### config.mk
export PLATFORM = sky130hd
export DESIGN_NAME = rcsr_outbuf
export DESIGN_NICKNAME = d
export VERILOG_FILES = /design/src/rcsr_pkg.sv /design/src/rcsr_outbuf.sv
export SDC_FILE = /design/constraint.sdc
export NUM_CORES = 1
export LEC_CHECK = 0
export BUFFER_PORTS_ARGS = -buffer_cell sky130_fd_sc_hd__buf_2
export CAP_MARGIN = 0
export CORE_ASPECT_RATIO = 1.2
export CORE_MARGIN = 2
export CORE_UTILIZATION = 47
export CTS_CLUSTER_DIAMETER = 150
export CTS_CLUSTER_SIZE = 16
export DETAILED_ROUTE_END_ITERATION = 6
export PLACE_DENSITY_LB_ADDON = 0.3
export SETUP_SLACK_MARGIN = 0.3
export SLEW_MARGIN = 0
export SYNTH_ARGS = -nofsm -noshare
export SYNTH_HDL_FRONTEND = slang
export SYNTH_SLANG_ARGS = --single-unit
### constraint.sdc
create_clock -name clk -period 12.45 [get_ports clk]
set_clock_uncertainty 0.05 [all_clocks]
set_input_delay 1.245 -clock clk [delete_from_list [all_inputs] [get_ports clk]]
set_output_delay 1.245 -clock clk [all_outputs]
set_load 0.02 [all_outputs]
### src/rcsr_pkg.sv
`default_nettype none
package rcsr_pkg;

  localparam int CHANNELS = 256;
  localparam int CH_W = $clog2(CHANNELS);
  localparam logic [23:0] TS_EXTENDED = 24'hFFFFFF;
  localparam logic [16:0] CH_EXT_BASE = 17'd64;
  localparam logic [16:0] CH_LIMIT = 17'(CHANNELS);
  localparam logic [23:0] MAX_CHUNK_RESET = 24'd128;

  typedef enum logic [1:0] {
    KIND_DATA     = 2'd0,
    KIND_EMPTY    = 2'd1,
    KIND_MISMATCH = 2'd2,
    KIND_RANGE    = 2'd3
  } kind_t;

  typedef enum logic [1:0] {
    FMT_FULL  = 2'd0,
    FMT_NOSID = 2'd1,
    FMT_TSONLY = 2'd2,
    FMT_NONE  = 2'd3
  } fmt_t;

  typedef enum logic [9:0] {
    PH_BASIC  = 10'b0000000001,
    PH_CH1    = 10'b0000000010,
    PH_CH2    = 10'b0000000100,
    PH_TS     = 10'b0000001000,
    PH_SIZE   = 10'b0000010000,
    PH_TYPE   = 10'b0000100000,
    PH_STREAM = 10'b0001000000,
    PH_EXT    = 10'b0010000000,
    PH_DATA   = 10'b0100000000,
    PH_LOOKUP = 10'b1000000000
  } phase_t;

  typedef struct packed {
    logic        busy;
    logic [23:0] size;
    logic [7:0]  msg_type;
    logic [31:0] stream;
    logic [23:0] ts_hdr;
    logic [31:0] ts;
    logic [23:0] offset;
  } entry_t;

  localparam int ENTRY_W = $bits(entry_t);

  typedef struct packed {
    kind_t       kind;
    logic [16:0] channel;
    logic [7:0]  msg_type;
    logic [31:0] stream_id;
    logic [31:0] timestamp;
    logic [23:0] msg_length;
    logic [23:0] offset;
    logic [7:0]  data;
    logic        chunk_last;
    logic        msg_last;
  } res_t;

endpackage
`default_nettype wire

### src/rcsr_outbuf.sv
`default_nettype none
module rcsr_outbuf (
  input  wire logic           clk,
  input  wire logic           rst,
  input  wire logic           push,
  input  wire rcsr_pkg::res_t pdata,
  output logic                full,
  output logic                out_valid,
  input  wire logic           out_stall,
  output rcsr_pkg::res_t      out
);

  logic skid_valid;
  rcsr_pkg::res_t skid;

  assign full = skid_valid;

  always_ff @(posedge clk) begin
    if (rst) begin
      out_valid  <= 1'b0;
      skid_valid <= 1'b0;
    end else if (!out_valid || !out_stall) begin
      if (skid_valid) begin
        out        <= skid;
        out_valid  <= 1'b1;
        skid_valid <= 1'b0;
      end else begin
        out_valid <= push;
        out       <= pdata;
      end
    end else if (push) begin
      skid       <= pdata;
      skid_valid <= 1'b1;
    end
  end

`ifndef NO_ASSERTIONS
  a_skid_behind_out: assert property (@(posedge clk) disable iff (rst)
    skid_valid |-> out_valid) else $error("skid holds an item while output is empty");
  a_no_push_full: assert property (@(posedge clk) disable iff (rst)
    push |-> !skid_valid) else $error("item pushed into full buffer");
  a_drain: assert property (@(posedge clk) disable iff (rst)
    (out_valid && !out_stall && !skid_valid && !push) |=> !out_valid)
    else $error("output item repeated");
`endif

endmodule
`default_nettype wire

==> results of run 1 <==
[logic make-up after synthesis]
| group | count (synthesis) | synth area share |
|---|---|---|
| multiplexers | 149 | 0.182 |
| buffers and inverters | 17 | 0.0146 |
| AND/OR/NAND/NOR | 4 | 0.00178 |
| flip-flops | 300 | 0.800 |
| AO/OA/AOI/OAI | 2 | 0.000891 |
[power groups by stage]
stage | clock [uW] | sequential [uW] | combinational (uW)
final | 673 | 1170 | 167
after detailed placement | 0 | 1190 | 170
after global placement | 0 | 1190 | 165
after global routing | 729 | 1170 | 178
after floorplan | 0 | 1240 | 56.3
after CTS | 695 | 1170 | 170
[cells in the mapped netlist]
cell        n
nor3b_1     1
buf_2       5
dfxtp_1     2
mux2_4     99
buf_8       1
nor2_1      1
mux2_2     50
nor3_1      1
a21oi_1     2
buf_6      11
edfxtp_1  298
nand2_1     1
[per-stage QoR]
stage               setup WS [ps]   util  instance area [sq um]
CTS                          9270  0.586                  13700
global route                 9100  0.586                  13700
finish                       9230  0.586                  13700
detailed placement           8740  0.559                  13100
floorplan                    3260      -                  11200
global placement             8790  0.559                  13100
[state kept, by name (all words and copies together) (netlist names)]
signal	cells
full	1
skid	149
out_valid	1
out	149
[worst min-delay path by stage]
stage,cells past startpoint,to,start
after detailed placement,1,out[53],skid[53]
after floorplan,1,out[0],skid[0]
after global placement,1,out[71],skid[71]
after CTS,1,out[63],skid[63]
final,1,out[63],skid[63]
after global routing,1,out[83],skid[83]
[metal layers]
layer | vias to the layer above | global-route usage | share of wire
met5 | - | 0 | 0.00051
met4 | 2 | 0.0453 | 0.021
met3 | 32 | 0.0421 | 0.067
met2 | 204 | 0.306 | 0.54
met1 | 2754 | 0.189 | 0.37
li1 | 2511 | - | -
[final cells by class]
cell class / instances / area (sq um) / area share
Antenna cell: 2 / 5.00 / 0.000365
Clock buffer: 32 / 609 / 0.0445
Clock inverter: 1 / 30.0 / 0.00219
Multi-Input combinational cell: 155 / 2100 / 0.153
Sequential cell: 300 / 8990 / 0.657
Tap cell: 315 / 394 / 0.0288
Timing Repair Buffer: 309 / 1560 / 0.114
[critical path, delay by kind of cell]
kind	cells	cell delay, ps
AOI/OAI and AO/OA	1	130
buffers and inverters	3	1750
==> metrics.md, run 1 <==
| Metric | Value |
|---|---|
| Post-synthesis sequential area ratio | 0.800 |
| Yosys warnings | 0 |
| Number of DRC violations after detailed-routing iteration 0 | 349 |
| Mapped Avg Cell Area | 23.8 sq um |
| Grt ovf | 0 |
| Cts hold-fix bufs | 0 |
| CP Cell Sequence | buf_2 -> a21oi_4 -> buf_4 -> buf_4 |
| Crit path DAT | 3290 ps |
| Final #Nets | 941 |
| RSZ-0062 raised after global routing | false |
| Hold/Removal Path Class | reg -> reg |
| Post-Route WL | 21.7 mm |
| Worst setup path startpoint | out_stall |
| PD cells | 147 nW/um^2 |
| WP data required | 12520 ps |
| Placed instance count | 1079 |
| # rows | 61 |
| IO buf count | 303 |
| Clock network fraction of total power | 0.335 |
| Vias in the first global route | 5866 |
| Internal | 1590 uW |
| Setup crit end kind | flop |
| CP endpoint | out[16] |
| Cell mode on critical path | buf_4 |
| Global-route wire length before repair | 32.6 mm |
| R2r startpoint | out_valid |
| Maximum number of pins on one net before global-route repair | 78 |
| CP Class | in -> reg |
| Critical path fanouts, max | 77 |
| Tcrit/Tclk final | 0.259 |
| Cell taking the most area after synthesis | edfxtp_1 |
| Outcome | complete, no violations |
| CP max stage cell | buf_4 |
| Fraction of layout cells with a size suffix above 1 | 0.609 |
| CP Launch Type | primary input |
| Initial antenna violation count | 3 |
| Most frequent cells in the layout | buf_2, edfxtp_1, mux2_4, mux2_2, clkbuf_16 |
| Worst reg2reg setup slack | 9750 ps |
| FF-to-FF End | out[16] |
| Flops & latches, synth | 300 |
| Non-Filler Instances | 1114 |
| Synth cell types | 12 |
| Antenna Nets Post-Route | 0 |
| Placed wire-length estimate | 14.9 mm |
| Cell count after synthesis | 472 |
| CTS buffer count | 22 |
| Final Max Slew Viols | 0 |
| Worst-skew pair later-pin latency | 510 ps |
| Worst-path clk slew | 70 ps |
| Via count | 5503 |
| Total track usage | 0.165 |
| Clock Tree Buf Depth | 3 |
| Hold Slack | 485 ps |
| Worst-Margin Slew | 1060 ps |
| Switching share of power | 0.210 |
| Die area | 25200 sq um |
| Area Growth Syn to Fin | 21.9% |
| Fin Setup TNS | 0 ps |
| GPL Wtd Cong | 0.750 |
| Setup bufs post-CTS | 0 |
| CP peak stage delay | 900 ps |
| I/O pin count | 304 |
| Fillers | 1806 |
| 1st-pass router iterations | 4 |
| Initial Utilization | 0.481 |
| Sw Pwr | 422 uW |
| Comb power frac | 0.083 |
| Clock Sink Count | 300 |
| Mapped cell area | 11200 sq um |
| Sequential share of power | 0.581 |
| Tot Pwr | 2010 uW |
| Max VDD drop | 0.0997 mV |
| Fmax | 0.310 GHz |
| Syn_nets | 625 |
| Commonest non-fill, non-tap cell in the layout | buf_2 |
| DR vias/cell | 4.94 |
| Top-area cell type share of the netlist area | 0.797 |
| Relative slew margins | 0.292 |
| Final Hold Viols | 0 |
| Minimum clock period | 3220 ps |
| WL/cell | 19.5 microns |
| Die W | 145 microns |
| DRC | 0 |
| Cts repair resizes | 0 |
| Setup violators final | 0 |
| H-tree levels | 1 |
| Path depth of the worst reg2reg path | 3 |
| Synth area leaders | edfxtp_1, mux2_4, mux2_2 |
| DIE HEIGHT | 173 microns |
| Static Leakage | 0.00521 uW |
| Max-Cap Viols | 0 |
| Root Buffer | clkbuf_16 |
| CTS tree | built |
| Core area | 23400 sq um |
No activity file was read; power rests on OpenSTA's default activity.
==> run 2: changes to the inputs <==
--- a/config.mk
+++ b/config.mk
@@ -5,6 +5,7 @@
 export SDC_FILE = /design/constraint.sdc
 export NUM_CORES = 1
 export LEC_CHECK = 0
+export ABC_AREA = 1
 export BUFFER_PORTS_ARGS = -buffer_cell sky130_fd_sc_hd__buf_2
 export CAP_MARGIN = 0
 export CORE_ASPECT_RATIO = 1.2
==> constraint.sdc (replaced) <==
create_clock -name clk -period 2.95 [get_ports clk]
set_clock_uncertainty 0.05 [all_clocks]
set_input_delay 0.295 -clock clk [delete_from_list [all_inputs] [get_ports clk]]
set_output_delay 0.295 -clock clk [all_outputs]
set_load 0.02 [all_outputs]
==> run 2 against run 1 <==
Combinational power grew to 5.0 times the previous value. Sequential power grew to 4.2 times the previous value. Largest cell class unchanged. Critical path type is now reg -> reg. Clock-buffer cell count shrank 2. Highest routed layer is now met4. Clock power grew to 4.2 times the previous value. Flip-flop and latch count is the same.
==> metrics.md, run 2 <==
| Metric | Value |
|---|---|
| Outcome | complete, no violations (unchanged) |
| Setup crit end kind | flop (unchanged) |
| Critical path fanouts, max | 62 (was 77) |
| Cts repair resizes | 0 (unchanged) |
| DIE HEIGHT | 172 microns (was 173 microns) |
| Vias in the first global route | 7035 (was 5866) |
| Antenna Nets Post-Route | 0 (unchanged) |
| Placed instance count | 1381 (was 1079) |
| Fmax | 0.579 GHz |
| Die area | 24900 sq um (was 25200 sq um) |
| Number of DRC violations after detailed-routing iteration 0 | 430 (was 349) |
| Grt ovf | 0 (unchanged) |
| DR vias/cell | 4.57 (was 4.94) |
| Cell count after synthesis | 789 (was 472) |
| Relative slew margins | 0.454 (was 0.292) |
| WL/cell | 15.1 microns (was 19.5 microns) |
| Total track usage | 0.183 (was 0.165) |
| Fillers | 1694 (was 1806) |
| Finished Cell Area | 15100 sq um (was 13700 sq um) |
| 1st-pass router iterations | 5 (was 4) |
| Fraction of layout cells with a size suffix above 1 | 0.271 (was 0.609) |
| RSZ-0062 raised after global routing | false (unchanged) |
| Crit path buf inv count | 1 (was 3) |
| Max-Cap Viols | 0 (unchanged) |
| Flops & latches, synth | 300 (unchanged) |
| Path depth of the worst reg2reg path | 2 (was 3) |
| CP peak stage delay | 570 ps (was 900 ps) |
| Mapped cell area | 11100 sq um (was 11200 sq um) |
| Setup violators final | 0 (unchanged) |
| Met2 usage | 0.317 (was 0.306) |
| Clock Sink Count | 300 (unchanged) |
| FF-to-FF End | out[16] (unchanged) |
| R2r startpoint | full (was out_valid) |
| Top-area cell type share of the netlist area | 0.805 (was 0.797) |
| Placed wire-length estimate | 14.0 mm (was 14.9 mm) |
| Largest registers | out x149, skid x149 (unchanged) |
| Synth Flop Type | edfxtp_1 (unchanged) |
| CP Launch Type | flop (was primary input) |
| Setup bufs post-CTS | 0 (unchanged) |
| Max VDD drop | 0.471 mV (was 0.0997 mV) |
| I/O pin count | 304 (unchanged) |
| Hold Path End | out_valid (was out[63]) |
| Area of placed instances | 12900 sq um (was 13100 sq um) |
| Async SR Flop Fraction | 0 (unchanged) |
| Most frequent cells in the layout | buf_2, edfxtp_1, inv_1, nand2_1, dlygate4sd3_1 (was buf_2, edfxtp_1, mux2_4, mux2_2, clkbuf_16) |
| Tcrit/Tclk final | 0.586 |
| Cell taking the most area after synthesis | edfxtp_1 (unchanged) |
| Crit path DAT | 1890 ps (was 3290 ps) |
| CTS buffer count | 22 (unchanged) |
| WP data required | 3120 ps (was 12520 ps) |
| Worst reg2reg setup slack | 1220 ps (was 9750 ps) |
| PD cells | 571 nW/um^2 (was 147 nW/um^2) |
| Yosys warnings | 0 (unchanged) |
| Hold Path Depth | 4 (was 1) |
| Fin Setup TNS | 0 ps (unchanged) |
| Maximum number of pins on one net before global-route repair | 131 (was 78) |
| Initial Utilization | 0.479 (was 0.481) |
| Post-Route WL | 23.6 mm (was 21.7 mm) |
| Worst hold path startpoint | rst (was skid[63]) |
| Area Growth Syn to Fin | 35.7% (was 21.9%) |
| Commonest non-fill, non-tap cell in the layout | buf_2 (unchanged) |
| Core area | 23200 sq um (was 23400 sq um) |
| GRT busiest layer | met2 (unchanged) |
| Non-Filler Instances | 1562 (was 1114) |
| Synth area leaders | edfxtp_1, o21ai_0, inv_1 (was edfxtp_1, mux2_4, mux2_2) |
| # rows | 61 (unchanged) |
| Worst-skew pair later-pin latency | 510 ps (about the same) |
| Minimum clock period | 1730 ps |
| Final Max Slew Viols | 0 (unchanged) |
| Global-route wire length before repair | 35.4 mm (was 32.6 mm) |
| Number of flops mapped to enable cells by yosys | 298 (unchanged) |
| Setup WS post-layout | 1220 ps (was 9230 ps) |
| Final #Nets | 1393 (was 941) |
| Static Leakage | 0.00608 uW (was 0.00521 uW) |
| Diode count | 0 (was 2) |
| Clock Tree Buf Depth | 3 (unchanged) |
| Syn_nets | 942 (was 625) |
| Final Hold Viols | 0 (unchanged) |
| IO buf count | 303 (unchanged) |
| GPL Wtd Cong | 0.750 (about the same) |
| Met1 usage | 0.217 (was 0.189) |
| Most instantiated cells after synthesis | edfxtp_1, inv_1, nand2_1 (was edfxtp_1, mux2_4, mux2_2) |
| Place WS | 1260 ps (was 8740 ps) |
| Worst-path clk slew | 70 ps (about the same) |
| CP max stage cell | dfxtp_4 (was buf_4) |
| Root Buffer | clkbuf_16 (unchanged) |
| Synth cell types | 13 (was 12) |
| CTS tree | built (unchanged) |
| DRC | 0 (unchanged) |
| Initial antenna violation count | 0 (was 3) |
| CP Class | reg -> reg (was in -> reg) |
| Worst-Margin Slew | 818 ps (was 1060 ps) |
| Die W | 144 microns (was 145 microns) |
| Most frequent cell after synthesis | edfxtp_1 (unchanged) |
| H-tree levels | 1 (unchanged) |
| CP Cell Sequence | buf_4 -> o21ai_0 (was buf_2 -> a21oi_4 -> buf_4 -> buf_4) |
| Post-synthesis sequential area ratio | 0.809 (was 0.800) |
| Hold/Removal Path Class | in -> reg (was reg -> reg) |
| Crit-path leading delay family | flip-flops (was buffers and inverters) |
| Mapped Avg Cell Area | 14.1 sq um (was 23.8 sq um) |
| Global-route met3 utilization | 0.0546 (was 0.0421) |
| Via count | 7140 (was 5503) |
## run 2: logic make-up after synthesis
group           synth area share
compound gates            0.0680
simple gates              0.0521
buf+inv                   0.0709
flops                      0.809
## run 2: worst max-delay path by stage
| stage | startpoint | to | depth (start not counted) |
|---|---|---|---|
| after floorplan | out_valid | out[0] | 1 |
| after global placement | rst | skid[128] | 5 |
| after detailed placement | rst | skid[133] | 5 |
| after CTS | full | full | 1 |
| after global routing | full | out[34] | 2 |
| final | full | out[16] | 2 |
## run 2: per-layer routing
metal	vias up	share of wire	wire (microns)
met3	52	0.091	2150
li1	3557	-	-
met2	278	0.50	11700
met1	3253	0.38	9030
met4	0	0.031	721
met5	-	0	0
## run 2: cell type report
class	count	area, sq um	area share
flip-flops and latches	300	9000	0.597
repair buffers	460	3130	0.208
multi-input cells	305	1350	0.0898
clock buffers	30	602	0.0399
inverters	151	567	0.0376
well taps	315	394	0.0261
clock inverters	1	30.0	0.00199
## run 2: through the flow
step	hold slack [ps]	utilization	total power [uW]
global route	42.9	0.650	8900
detailed placement	437	0.558	5720
finish	42.1	0.650	8600
global placement	436	0.558	5700
floorplan	344	-	5400
CTS	21.9	0.650	8670
## run 2: repair_timing
| item | 4_1_cts | 5_1_grt |
|---|---|---|
| endpoints found under the setup margin | 0 | 0 |
| hold endpoints to repair | 151 | 0 |
| hold buffers | 150 | 0 |
## run 2: where the power goes
| group | total, uW | switching [uW] | internal (uW) |
|---|---|---|---|
| Combinational | 834 | 485 | 349 |
| Clock | 2820 | 1320 | 1500 |
| Sequential | 4950 | 50.4 | 4900 |
| Total | 8600 | 1860 | 6750 |
## run 2: worst register-to-register path: stages (launching register included)
cell and delay [ps]:
dfxtp_4 570, buf_4 530, o21ai_0 280
==> run 3: changes to the inputs <==
==> constraint.sdc (replaced) <==
create_clock -name clk -period 1.55 [get_ports clk]
set_clock_uncertainty 0.05 [all_clocks]
set_input_delay 0.155 -clock clk [delete_from_list [all_inputs] [get_ports clk]]
set_output_delay 0.155 -clock clk [all_outputs]
set_load 0.02 [all_outputs]
==> run 3 against run 2 <==
Routed wire length is 58% higher. Fmax is 21% higher. First-iteration DRC count is 48% higher. Core utilization is 14 points higher. Critical path depth is 3 higher. Setup slack worse by 1100 ps. Global-route usage is 2.3 points higher. Non-clock buffer count is 111 higher. Sequential share of layout area is 11 points lower. Sequential power is 92% higher. Total power is 100% higher. Combinational power grew to 3.0 times the previous value. Critical path type unchanged. Largest cell class unchanged. Largest power group unchanged.
==> metrics.md, run 3 (synthesis gave the netlist of run 2 again) <==
| Metric | Value |
|---|---|
| Outcome | complete, no violations (unchanged) |
| GPL Wtd Cong | 0.782 (was 0.750) |
| I/O pin count | 304 (unchanged) |
| CP Launch Type | flop (unchanged) |
| RSZ-0062 raised after global routing | true (was false) |
| Initial Utilization | 0.479 (unchanged) |
| H-tree levels | 1 (unchanged) |
| Crit path DAT | 1600 ps (was 1890 ps) |
| DR vias/cell | 5.17 (was 4.57) |
| Antenna Nets Post-Route | 0 (unchanged) |
| Placed wire-length estimate | 15.2 mm (was 14.0 mm) |
| Hold Path Depth | 5 (was 4) |
| CTS tree | built (unchanged) |
| CTS buffer count | 22 (unchanged) |
| Max-Cap Viols | 0 (unchanged) |
| Hold Slack | 129 ps (was 42.1 ps) |
| Hold Path End | out_valid (unchanged) |
| Final Hold Viols | 0 (unchanged) |
| Worst-Margin Slew | 314 ps (was 818 ps) |
| Clock Tree Buf Depth | 3 (unchanged) |
| Post-Route WL | 37.3 mm (was 23.6 mm) |
| Die W | 144 microns (unchanged) |
| IO buf count | 303 (unchanged) |
| Commonest non-fill, non-tap cell in the layout | edfxtp_1 (was buf_2) |
| Total track usage | 0.206 (was 0.183) |
| DRC | 0 (unchanged) |
| FF-to-FF End | out[28] (was out[16]) |
| Worst hold path startpoint | out_stall (was rst) |
| Final #Nets | 1504 (was 1393) |
| Path depth of the worst reg2reg path | 5 (was 2) |
| Max VDD drop | 1.05 mV (was 0.471 mV) |
| WP data required | 1720 ps (was 3120 ps) |
| Fmax | 0.699 GHz (was 0.579 GHz) |
| Static Leakage | 0.00760 uW (was 0.00608 uW) |
| Global-route wire length before repair | 39.3 mm (was 35.4 mm) |
| Relative slew margins | 0.788 (was 0.454) |
| PD cells | 956 nW/um^2 (was 571 nW/um^2) |
| Clock Sink Count | 300 (unchanged) |
| Initial antenna violation count | 1 (was 0) |
| WL/cell | 22.3 microns (was 15.1 microns) |
| Critical path fanouts, max | 10 (was 62) |
| Setup crit end kind | flop (unchanged) |
| Tcrit/Tclk final | 0.922 (was 0.586) |
| Minimum clock period | 1430 ps (was 1730 ps) |
| Root Buffer | clkbuf_16 (unchanged) |
| Worst reg2reg setup slack | 120 ps (was 1220 ps) |
| Grt ovf | 0 (unchanged) |
| Setup violators final | 0 (unchanged) |
| Most frequent cells in the layout | edfxtp_1, buf_2, inv_1, dlygate4sd3_1, buf_6 (was buf_2, edfxtp_1, inv_1, nand2_1, dlygate4sd3_1) |
| DIE HEIGHT | 172 microns (unchanged) |
| R2r startpoint | full (unchanged) |
| Maximum number of pins on one net before global-route repair | 82 (was 131) |
| Area Growth Syn to Fin | 65.2% (was 35.7%) |
| Fraction of layout cells with a size suffix above 1 | 0.387 (was 0.271) |
| Vias in the first global route | 7589 (was 7035) |
| CP Class | reg -> reg (unchanged) |
| Via count | 8656 (was 7140) |
| Worst-skew pair later-pin latency | 510 ps (about the same) |
| Core area | 23200 sq um (unchanged) |
| 1st-pass router iterations | 5 (unchanged) |
| Number of DRC violations after detailed-routing iteration 0 | 637 (was 430) |
| Largest registers | out x149, skid x149 (unchanged) |
| Final Max Slew Viols | 0 (unchanged) |
| Hold/Removal Path Class | in -> reg (unchanged) |
| # rows | 61 (unchanged) |
| Worst-path clk slew | 70 ps (about the same) |
| Tot Pwr | 17500 uW (was 8600 uW) |
| Die area | 24900 sq um (unchanged) |
run 3: changes by cell type in the layout (fill, tap and decap cells not counted), moves of 14 or more:
cell       change
buf_6        +135
buf_2        -119
nand2_1       -39
clkbuf_16     +38
o21ai_0       -38
o21ai_2       +38
nand2_4       +21
nand2_2       +18
buf_16        +17
buf_12        +16
buf_4         +14
run 3: how the worst max path moves through the flow:
stage | startpoint | endpoint | slack, ps
4_1_cts | out_valid | skid[42] | 160
6_report | full | out[28] | 120
3_5_place_dp | out_valid | skid[66] | 70
2_1_floorplan | out_valid | out[0] | -1760
5_1_grt | full | out[28] | 100
3_3_place_gp | out_valid | skid[123] | 110
run 3: power breakdown:
group          total, uW  leakage, uW  internal (uW)  switching (uW)
combinational       2520      0.00448           1320            1200
clock               5520     0.000306           2860            2670
sequential          9490      0.00281           9330             166
total              17500      0.00760          13500            4040
run 3: area by class of cell:
type / count / area (sq um)
flip-flops and latches: 300 / 9000
repair buffers: 571 / 6050
fillers: 1256 / 4850
multi-input cells: 305 / 1710
clock buffers: 30 / 602
inverters: 151 / 567
well taps: 315 / 394
clock inverters: 1 / 30.0
diodes: 2 / 5.00
run 3: critical path, stage by stage, from the launching register on:
cell       delay, ps
dfxtp_4          380
buf_4            150
clkbuf_16        170
clkbuf_16        180
nand2_1           80
o21ai_0          130
run 3: through the flow:
| stage | area [sq um] | cells | worst slack [ps] | utilization | TNS, ps |
|---|---|---|---|---|---|
| after floorplan | 11100 | 789 | -1760 | - | -519450 |
| after global placement | 13200 | 1397 | 112 | 0.568 | 0 |
| after detailed placement | 13200 | 1397 | 66.5 | 0.568 | 0 |
| after CTS | 15900 | 1599 | 164 | 0.687 | 0 |
| after global routing | 18400 | 1674 | 100 | 0.791 | 0 |
| final | 18400 | 1675 | 120 | 0.791 | 0 |
run 3: routing by layer:
metal	share of wire	track usage
met1	0.34	0.235
met5	0	0
met2	0.55	0.377
met3	0.071	0.0482
met4	0.039	0.0696
run 3: what timing repair did:
action,4_1_cts,5_1_grt
gates cloned,7,55
setup buffers,13,19
pin swaps,1,18
gates resized for setup,87,365
hold endpoints to repair,299,0
setup endpoints to repair,393,576
hold buffers,151,0
